[src/hdl/pps_pkg.sv]
// Shared types and constants of the preemptive priority scheduler.
// Used by pps_cell and preemptive_priority_scheduler; depends on nothing else.
package pps_pkg;

  // Table size and derived widths.
  localparam int SLOTS  = 16;
  localparam int IDX_W  = ($clog2(SLOTS) > 4) ? $clog2(SLOTS) : 4;
  localparam int CNT_W  = IDX_W + 1;
  localparam int TIME_W = 16;
  localparam int PRIO_W = 8;
  localparam int SLOT_W = 4;
  localparam int ACT_W  = 5;

  localparam logic [TIME_W-1:0] TIME_MAX = '1;

  // Operation codes carried in tuser.
  localparam logic OP_LOAD = 1'b0;
  localparam logic OP_TICK = 1'b1;

  // Saturation point of the count of unfinished tasks seen by the scan.
  localparam logic [1:0] LEFT_SAT = 2'd2;

  // Best candidate handed from cell to cell during a tick scan.
  typedef struct packed {
    logic              found;
    logic [IDX_W-1:0]  slot;
    logic [PRIO_W-1:0] prio;
    logic [TIME_W-1:0] arrival;
    logic [TIME_W-1:0] remaining;
    logic [TIME_W-1:0] burst;
    logic [1:0]        left;
  } token_t;

  // Slot write broadcast to every cell.
  typedef struct packed {
    logic              en;
    logic [IDX_W-1:0]  slot;
    logic [TIME_W-1:0] burst;
    logic [TIME_W-1:0] arrival;
    logic [PRIO_W-1:0] prio;
  } load_t;

  // Run-one-unit command broadcast to every cell.
  typedef struct packed {
    logic             en;
    logic [IDX_W-1:0] slot;
  } dec_t;

endpackage

[src/hdl/pps_cell.sv]
// One task slot of the scheduler: holds the task and judges the passing candidate.
// Depends on pps_pkg.
module pps_cell (
  input  logic                         clk_i,
  input  logic                         rst_ni,
  input  logic [pps_pkg::IDX_W-1:0]    idx_i,
  input  logic [pps_pkg::ACT_W-1:0]    active_i,
  input  logic [pps_pkg::TIME_W-1:0]   now_i,
  input  pps_pkg::load_t               load_i,
  input  pps_pkg::dec_t                dec_i,
  input  logic                         tok_valid_i,
  input  pps_pkg::token_t              tok_i,
  output logic                         tok_valid_o,
  output pps_pkg::token_t              tok_o
);
  import pps_pkg::*;

  logic [TIME_W-1:0] remaining_q;
  logic [TIME_W-1:0] burst_q;
  logic [TIME_W-1:0] arrival_q;
  logic [PRIO_W-1:0] prio_q;
  logic              tok_valid_q;
  token_t            tok_q;
  token_t            tok_d;
  logic              in_use;
  logic              ready;
  logic              better;

  // Remaining time is the only slot state with a reset value.
  always_ff @(posedge clk_i or negedge rst_ni) begin
    if (!rst_ni) begin
      remaining_q <= '0;
    end else if (load_i.en && (load_i.slot == idx_i)) begin
      remaining_q <= load_i.burst;
    end else if (dec_i.en && (dec_i.slot == idx_i)) begin
      remaining_q <= remaining_q - TIME_W'(1);
    end
  end

  // Task description, valid once the slot has been loaded.
  always_ff @(posedge clk_i) begin
    if (load_i.en && (load_i.slot == idx_i)) begin
      burst_q   <= load_i.burst;
      arrival_q <= load_i.arrival;
      prio_q    <= load_i.prio;
    end
  end

  // Compare this slot against the candidate so far; earlier slots win ties.
  always_comb begin
    in_use = (CNT_W'(idx_i) < CNT_W'(active_i)) && (remaining_q != '0);
    ready  = in_use && (arrival_q <= now_i);
    better = ready && (!tok_i.found || (prio_q < tok_i.prio) ||
                       ((prio_q == tok_i.prio) && (arrival_q < tok_i.arrival)));
    tok_d = tok_i;
    if (better) begin
      tok_d.found     = 1'b1;
      tok_d.slot      = idx_i;
      tok_d.prio      = prio_q;
      tok_d.arrival   = arrival_q;
      tok_d.remaining = remaining_q;
      tok_d.burst     = burst_q;
    end
    if (in_use && (tok_i.left != LEFT_SAT)) begin
      tok_d.left = tok_i.left + 2'd1;
    end
  end

  // Hand the candidate to the next cell.
  always_ff @(posedge clk_i or negedge rst_ni) begin
    if (!rst_ni) begin
      tok_valid_q <= 1'b0;
    end else begin
      tok_valid_q <= tok_valid_i;
    end
  end

  always_ff @(posedge clk_i) begin
    if (tok_valid_i) begin
      tok_q <= tok_d;
    end
  end

  assign tok_valid_o = tok_valid_q;
  assign tok_o       = tok_q;

endmodule

[src/hdl/preemptive_priority_scheduler.sv]
// Top level of the preemptive priority scheduler: stream ports, clock and result register.
// Depends on pps_pkg and pps_cell.
//
// A load transaction (tuser 0) writes one task slot and yields no result. A tick
// transaction (tuser 1) sends a candidate through the row of SLOTS cells, one cell
// per cycle, each keeping the better of its own ready task and the one handed in;
// the tick then commits one unit of run time to the task chosen, if any, and time
// advances while an active task is unfinished. The result of a tick passes through
// the start register and the cell row into the output register, and the input
// accepts nothing while a tick is in progress, so a tick is taken only after the
// last one has committed. A result waiting in the output register still lets loads
// and one more tick in; that tick then holds the input until the register is read.
module preemptive_priority_scheduler (
  input  logic        clk_i,
  input  logic        rst_ni,
  // Configuration: active_slots.
  input  logic        cfg_we_i,
  input  logic [4:0]  cfg_wdata_i,
  // Input stream.
  input  logic        s_axis_tvalid,
  output logic        s_axis_tready,
  input  logic [47:0] s_axis_tdata,  // slot[3:0], burst[19:4], arrival[35:20], prio[43:36]
  input  logic [0:0]  s_axis_tuser,  // op[0]
  // Output stream.
  output logic        m_axis_tvalid,
  input  logic        m_axis_tready,
  output logic [71:0] m_axis_tdata   // ran_valid[0], ran_slot[4:1], finished[5],
                                     // completion_time[21:6], turnaround[37:22],
                                     // waiting[53:38], all_done[54], now[70:55]
);
  import pps_pkg::*;

  logic [ACT_W-1:0]  active_q;
  logic [TIME_W-1:0] time_q;
  logic              busy_q;
  logic              start_q;
  logic              pend_q;
  logic              out_valid_q;
  logic [71:0]       out_data_q;

  logic              in_fire;
  logic              tick_fire;
  load_t             load;
  dec_t              dec;
  logic              tok_valid [SLOTS+1];
  token_t            tok       [SLOTS+1];
  token_t            fin;
  logic              scan_done;
  logic              commit;
  logic              any_left;
  logic              finished;
  logic              all_done;
  logic [TIME_W-1:0] now_next;
  logic [TIME_W-1:0] turn;
  logic [TIME_W-1:0] wait_t;
  logic [SLOT_W-1:0] ran_slot;
  logic [71:0]       out_data_d;

  assign s_axis_tready = !busy_q;
  assign in_fire       = s_axis_tvalid && s_axis_tready;
  assign tick_fire     = in_fire && (s_axis_tuser[0] == OP_TICK);

  // Slot writes go straight to the cells.
  always_comb begin
    load.en      = in_fire && (s_axis_tuser[0] == OP_LOAD);
    load.slot    = IDX_W'(s_axis_tdata[3:0]);
    load.burst   = s_axis_tdata[19:4];
    load.arrival = s_axis_tdata[35:20];
    load.prio    = s_axis_tdata[43:36];
  end

  // Configuration register.
  always_ff @(posedge clk_i or negedge rst_ni) begin
    if (!rst_ni) begin
      active_q <= '0;
    end else if (cfg_we_i) begin
      active_q <= cfg_wdata_i;
    end
  end

  // Row of cells; an empty candidate enters at the head.
  assign tok_valid[0] = start_q;
  assign tok[0]       = '0;

  for (genvar g = 0; g < SLOTS; g++) begin : g_cell
    pps_cell u_cell (
      .clk_i       (clk_i),
      .rst_ni      (rst_ni),
      .idx_i       (IDX_W'(g)),
      .active_i    (active_q),
      .now_i       (time_q),
      .load_i      (load),
      .dec_i       (dec),
      .tok_valid_i (tok_valid[g]),
      .tok_i       (tok[g]),
      .tok_valid_o (tok_valid[g+1]),
      .tok_o       (tok[g+1])
    );
  end

  assign fin       = tok[SLOTS];
  assign scan_done = tok_valid[SLOTS] || pend_q;
  assign commit    = scan_done && (!out_valid_q || m_axis_tready);

  // Outcome of the tick from the candidate leaving the row.
  always_comb begin
    any_left = (fin.left != 2'd0);
    if (any_left && (time_q != TIME_MAX)) begin
      now_next = time_q + TIME_W'(1);
    end else begin
      now_next = time_q;
    end
    finished = fin.found && (fin.remaining == TIME_W'(1));
    if (fin.found) begin
      all_done = finished && (fin.left != LEFT_SAT);
    end else begin
      all_done = !any_left;
    end
    turn     = (now_next >= fin.arrival) ? (now_next - fin.arrival) : '0;
    wait_t   = (turn >= fin.burst) ? (turn - fin.burst) : '0;
    ran_slot = fin.found ? fin.slot[SLOT_W-1:0] : '0;
    dec.en   = commit && fin.found;
    dec.slot = fin.slot;

    out_data_d         = '0;
    out_data_d[0]      = fin.found;
    out_data_d[4:1]    = ran_slot;
    out_data_d[5]      = finished;
    out_data_d[21:6]   = finished ? now_next : '0;
    out_data_d[37:22]  = finished ? turn : '0;
    out_data_d[53:38]  = finished ? wait_t : '0;
    out_data_d[54]     = all_done;
    out_data_d[70:55]  = now_next;
  end

  // Tick sequencing, time and output valid.
  always_ff @(posedge clk_i or negedge rst_ni) begin
    if (!rst_ni) begin
      busy_q      <= 1'b0;
      start_q     <= 1'b0;
      pend_q      <= 1'b0;
      out_valid_q <= 1'b0;
      time_q      <= '0;
    end else begin
      start_q <= tick_fire;
      if (tick_fire) begin
        busy_q <= 1'b1;
      end
      if (commit) begin
        busy_q      <= 1'b0;
        pend_q      <= 1'b0;
        time_q      <= now_next;
        out_valid_q <= 1'b1;
      end else begin
        if (tok_valid[SLOTS]) begin
          pend_q <= 1'b1;
        end
        if (m_axis_tready) begin
          out_valid_q <= 1'b0;
        end
      end
    end
  end

  // Result payload.
  always_ff @(posedge clk_i) begin
    if (commit) begin
      out_data_q <= out_data_d;
    end
  end

  assign m_axis_tvalid = out_valid_q;
  assign m_axis_tdata  = out_data_q;

  // A candidate leaves the row only while a tick is in progress.
  assert property (@(posedge clk_i) disable iff (!rst_ni) tok_valid[SLOTS] |-> busy_q)
    else $error("scan finished with no tick in progress");

  // A completed task reports the current time as its completion time.
  assert property (@(posedge clk_i) disable iff (!rst_ni)
    (m_axis_tvalid && m_axis_tdata[5]) |-> (m_axis_tdata[21:6] == m_axis_tdata[70:55]))
    else $error("completion time differs from current time");

  // Only a task that ran can finish.
  assert property (@(posedge clk_i) disable iff (!rst_ni)
    (m_axis_tvalid && m_axis_tdata[5]) |-> m_axis_tdata[0])
    else $error("finish reported on an idle tick");

  // Time moves only when a tick commits.
  assert property (@(posedge clk_i) disable iff (!rst_ni)
    !$past(commit) |-> $stable(time_q))
    else $error("time changed outside a tick");

endmodule

[config.mk]
export PLATFORM = sky130hd
export DESIGN_NAME = preemptive_priority_scheduler
export DESIGN_NICKNAME = d
export VERILOG_FILES = /design/src/hdl/pps_pkg.sv /design/src/hdl/pps_cell.sv /design/src/hdl/preemptive_priority_scheduler.sv
export SDC_FILE = /design/constraint.sdc
export NUM_CORES = 2
export LEC_CHECK = 0
export BUFFER_PORTS_ARGS = -buffer_cell sky130_fd_sc_hd__buf_2
export CAP_MARGIN = 20
export CORE_UTILIZATION = 45
export DETAILED_ROUTE_END_ITERATION = 7
export PLACE_DENSITY = 0.58
export SETUP_SLACK_MARGIN = 0.1
export SLEW_MARGIN = 5
export SYNTH_ARGS = -nofsm -noshare
export SYNTH_HDL_FRONTEND = slang
export SYNTH_HIERARCHICAL = 1
export SYNTH_SLANG_ARGS = --single-unit
[constraint.sdc]
create_clock -name clk_i -period 5.7 [get_ports clk_i]
set_input_delay 1.14 -clock clk_i [delete_from_list [all_inputs] [get_ports clk_i]]
set_output_delay 1.14 -clock clk_i [all_outputs]
set_load 0.01 [all_outputs]
==> results.toml <==
[synth]
syn_inst_count = 7506
synth.avg_cell_area_um2 = 13.9
synth.cell_area_mm2 = 0.104
yosys_warnings = 6

[sta]
post-route-min-period_ns = 5.35
timing.max_slew.rel_slack = 0.255
rsz_0062_raised_after_global_routing = "yes"
finClkSkew_ns = 0.0347
fin_tns_setup_ns = 0
worst_slew_pin_slew_ns = 1.12
clock.fmax_ghz = 0.187
final_hold_violations = 0
finalCritPeriodShare = 0.939
count_of_endpoints_failing_setup_in_the_final_report = 0
report.final.slew_viol_count = 0

[routing]
drtAntennaViolNets = 0
detail_route.vias_per_cell = 5.00
num_vias = 56952
routed_wire_length_per_instance_um = 18.2
detail_route.wirelength_um = 207000
dr.pass1.iters = 5
drt_iter0_markers = 2696
remaining_drc_errors = 0

[placed_design]
detailedPlacementHpwl_um = 153000
gpl.final_weighted_congestion = 0.842
post-place-cells = 10979
io_buffer_count = 127
dpl-instance-area_mm2 = 0.110

[grt]
via_count_of_the_first_global_routing_pass = 59455
globalRouteTotalUtil = 0.178
maximum_number_of_pins_on_one_net_before_global_route_repair = 104
grt_first_pass_wirelength_um = 326000
antenna_violations_before_repair = 1
globalRouteOverflowTotal = 0

[die]
floorplan.rows = 176
start_util = 0.452
top_level_ports = 133
die_wd_um = 483
die_h_um = 483
placeableCoreArea_mm2 = 0.230
fp.dieArea_mm2 = 0.233

[worst_setup_path]
cp.required_ns = 6.37
critical_path_arrival_ns = 6.02
path_class = "flop to flop"
critPathMaxFanout = 13
timing.critical_path.to_type = "flop"
crit_path_start_kind = "flop"

[pwr]
sequentialPowerShare = 0.456
post-layout-total-power_mw = 43.2
irDropWorstVdd_v = 0.000280
p_switching_mw = 12.0
cellLeakagePower_nw = 46.7
powerDensity_mw_per_mm2 = 369
netSwitchingFraction = 0.278
comb_power_share = 0.231
intPower_mw = 31.2
p_clk_frac = 0.312

[finish]
nets = 8974
fillCellCount = 19583
proportion_of_layout_cells_with_a_drive_suffix_above_1 = 0.202
register_area_mm2 = 0.0588
multi_input_comb_area_mm2 = 0.0422
layout_commonest_cell = "sky130_fd_sc_hd__edfxtp_1"
fin_cells = 11395
utilization_after_layout = 0.509
layout.cell_area.non_filler_mm2 = 0.117
area_delta_synth_final_pct = 12.5
final_cell_mix = "1711 x sky130_fd_sc_hd__edfxtp_1, 877 x sky130_fd_sc_hd__mux2_4, 814 x sky130_fd_sc_hd__inv_1"

[job]
drv.max_cap_violation_count = 0

[cts]
h-tree-depth = 4
clock_latency_ns = 0.84
clk_transition_reported_paths_ns = 0.06
cts-root-to-sink-buffers = 3
cts_root_buffer = "sky130_fd_sc_hd__clkbuf_16"
clock_sink_count = 2008
cts_tree = "yes"
numCtsBuffers = 213

[outcome]
outcome = "completed"

[worst_hold_path]
worst_hold_path_type = "primary input to async pin"
final timing paths:
path,start,to,slack [ns],cells past startpoint
setup / recovery,time_q[1],m_axis_tdata[52],0.35,22
hold / removal,rst_ni,g_cell[0].u_cell/remaining_q[5],0.35,1
setup reg to reg,time_q[1],m_axis_tdata[52],0.35,22
hold reg to reg,g_cell[11].u_cell/tok_valid_o,g_cell[12].u_cell/tok_valid_o,0.47,0
max in group asynchronous,rst_ni,g_cell[11].u_cell/tok_valid_o,4.02,2
min in group clk_i,g_cell[11].u_cell/tok_valid_o,g_cell[12].u_cell/tok_valid_o,0.47,0
registers in the layout, indices dropped and copies added (netlist names):
signal / cells
g_cell.u_cell/tok_o: 1000
m_axis_tdata: 71
pend_q: 1
busy_q: 1
g_cell.u_cell/remaining_q: 256
g_cell.u_cell/arrival_q: 256
m_axis_tvalid: 1
time_q: 16
active_q: 5
g_cell.u_cell/prio_q: 128
start_q: 1
g_cell.u_cell/tok_valid_o: 16
g_cell.u_cell/burst_q: 256
critical path, cell delays in order, from the launching register on:
cell	delay, ns
sky130_fd_sc_hd__dfrtp_1	0.37
sky130_fd_sc_hd__ha_1	0.17
sky130_fd_sc_hd__nand2_1	0.08
sky130_fd_sc_hd__or3_4	0.38
sky130_fd_sc_hd__o22a_1	0.23
sky130_fd_sc_hd__xnor2_2	0.19
sky130_fd_sc_hd__ha_2	0.22
sky130_fd_sc_hd__fa_1	0.41
sky130_fd_sc_hd__nand2b_4	0.17
sky130_fd_sc_hd__a211o_1	0.30
sky130_fd_sc_hd__a21oi_2	0.20
sky130_fd_sc_hd__nor4_4	0.07
sky130_fd_sc_hd__buf_4	0.17
sky130_fd_sc_hd__or2_2	0.27
sky130_fd_sc_hd__ha_1	0.20
sky130_fd_sc_hd__fa_1	0.39
sky130_fd_sc_hd__nand2b_4	0.16
sky130_fd_sc_hd__a21oi_2	0.18
sky130_fd_sc_hd__o21bai_1	0.13
sky130_fd_sc_hd__a311oi_2	0.40
sky130_fd_sc_hd__o31ai_4	0.15
sky130_fd_sc_hd__buf_6	0.18
sky130_fd_sc_hd__a41oi_1	0.15
through the flow:
stage                     worst slack, ns  hold WS [ns]
final                               0.346         0.348
after global routing               0.0674         0.393
after CTS                           0.111         0.349
after detailed placement          -0.0601         0.466
after global placement            -0.0906         0.463
after floorplan                     0.281         0.451
cell type report:
cell class                 instances  share of cell area
tap                             3026              0.0324
sequential                      2008               0.503
clock inverter                   113             0.00923
clock buffer                     293              0.0497
antenna                            2           0.0000428
multi-input combinational       4851               0.361
timing repair buffer             286              0.0191
inverter                         816              0.0262
metal layers:
metal | track usage | wire length [µm]
met5 | 0 | 0
met4 | 0.0601 | 6370
met3 | 0.0223 | 5710
met2 | 0.316 | 102000
met1 | 0.224 | 92900
power by group through the flow:
| stage | logic (mW) | clock network [mW] | registers (mW) |
|---|---|---|---|
| 5_1_grt | 11.0 | 14.5 | 20.0 |
| 3_3_place_gp | 9.77 | 0 | 19.9 |
| 4_1_cts | 10.1 | 13.9 | 19.7 |
| 2_1_floorplan | 7.59 | 0 | 20.0 |
| 3_5_place_dp | 10.0 | 0 | 20.0 |
| 6_report | 10.0 | 13.5 | 19.7 |
repair_timing:
item | 4_1_cts | 5_1_grt
setup endpoints to repair | 14 | 16
gates resized for setup | 3 | 18
hold buffers | 0 | 0
buffers inserted | 0 | 6
pin swaps | 1 | 8
Note: power is estimated with default switching activity, not from simulation.
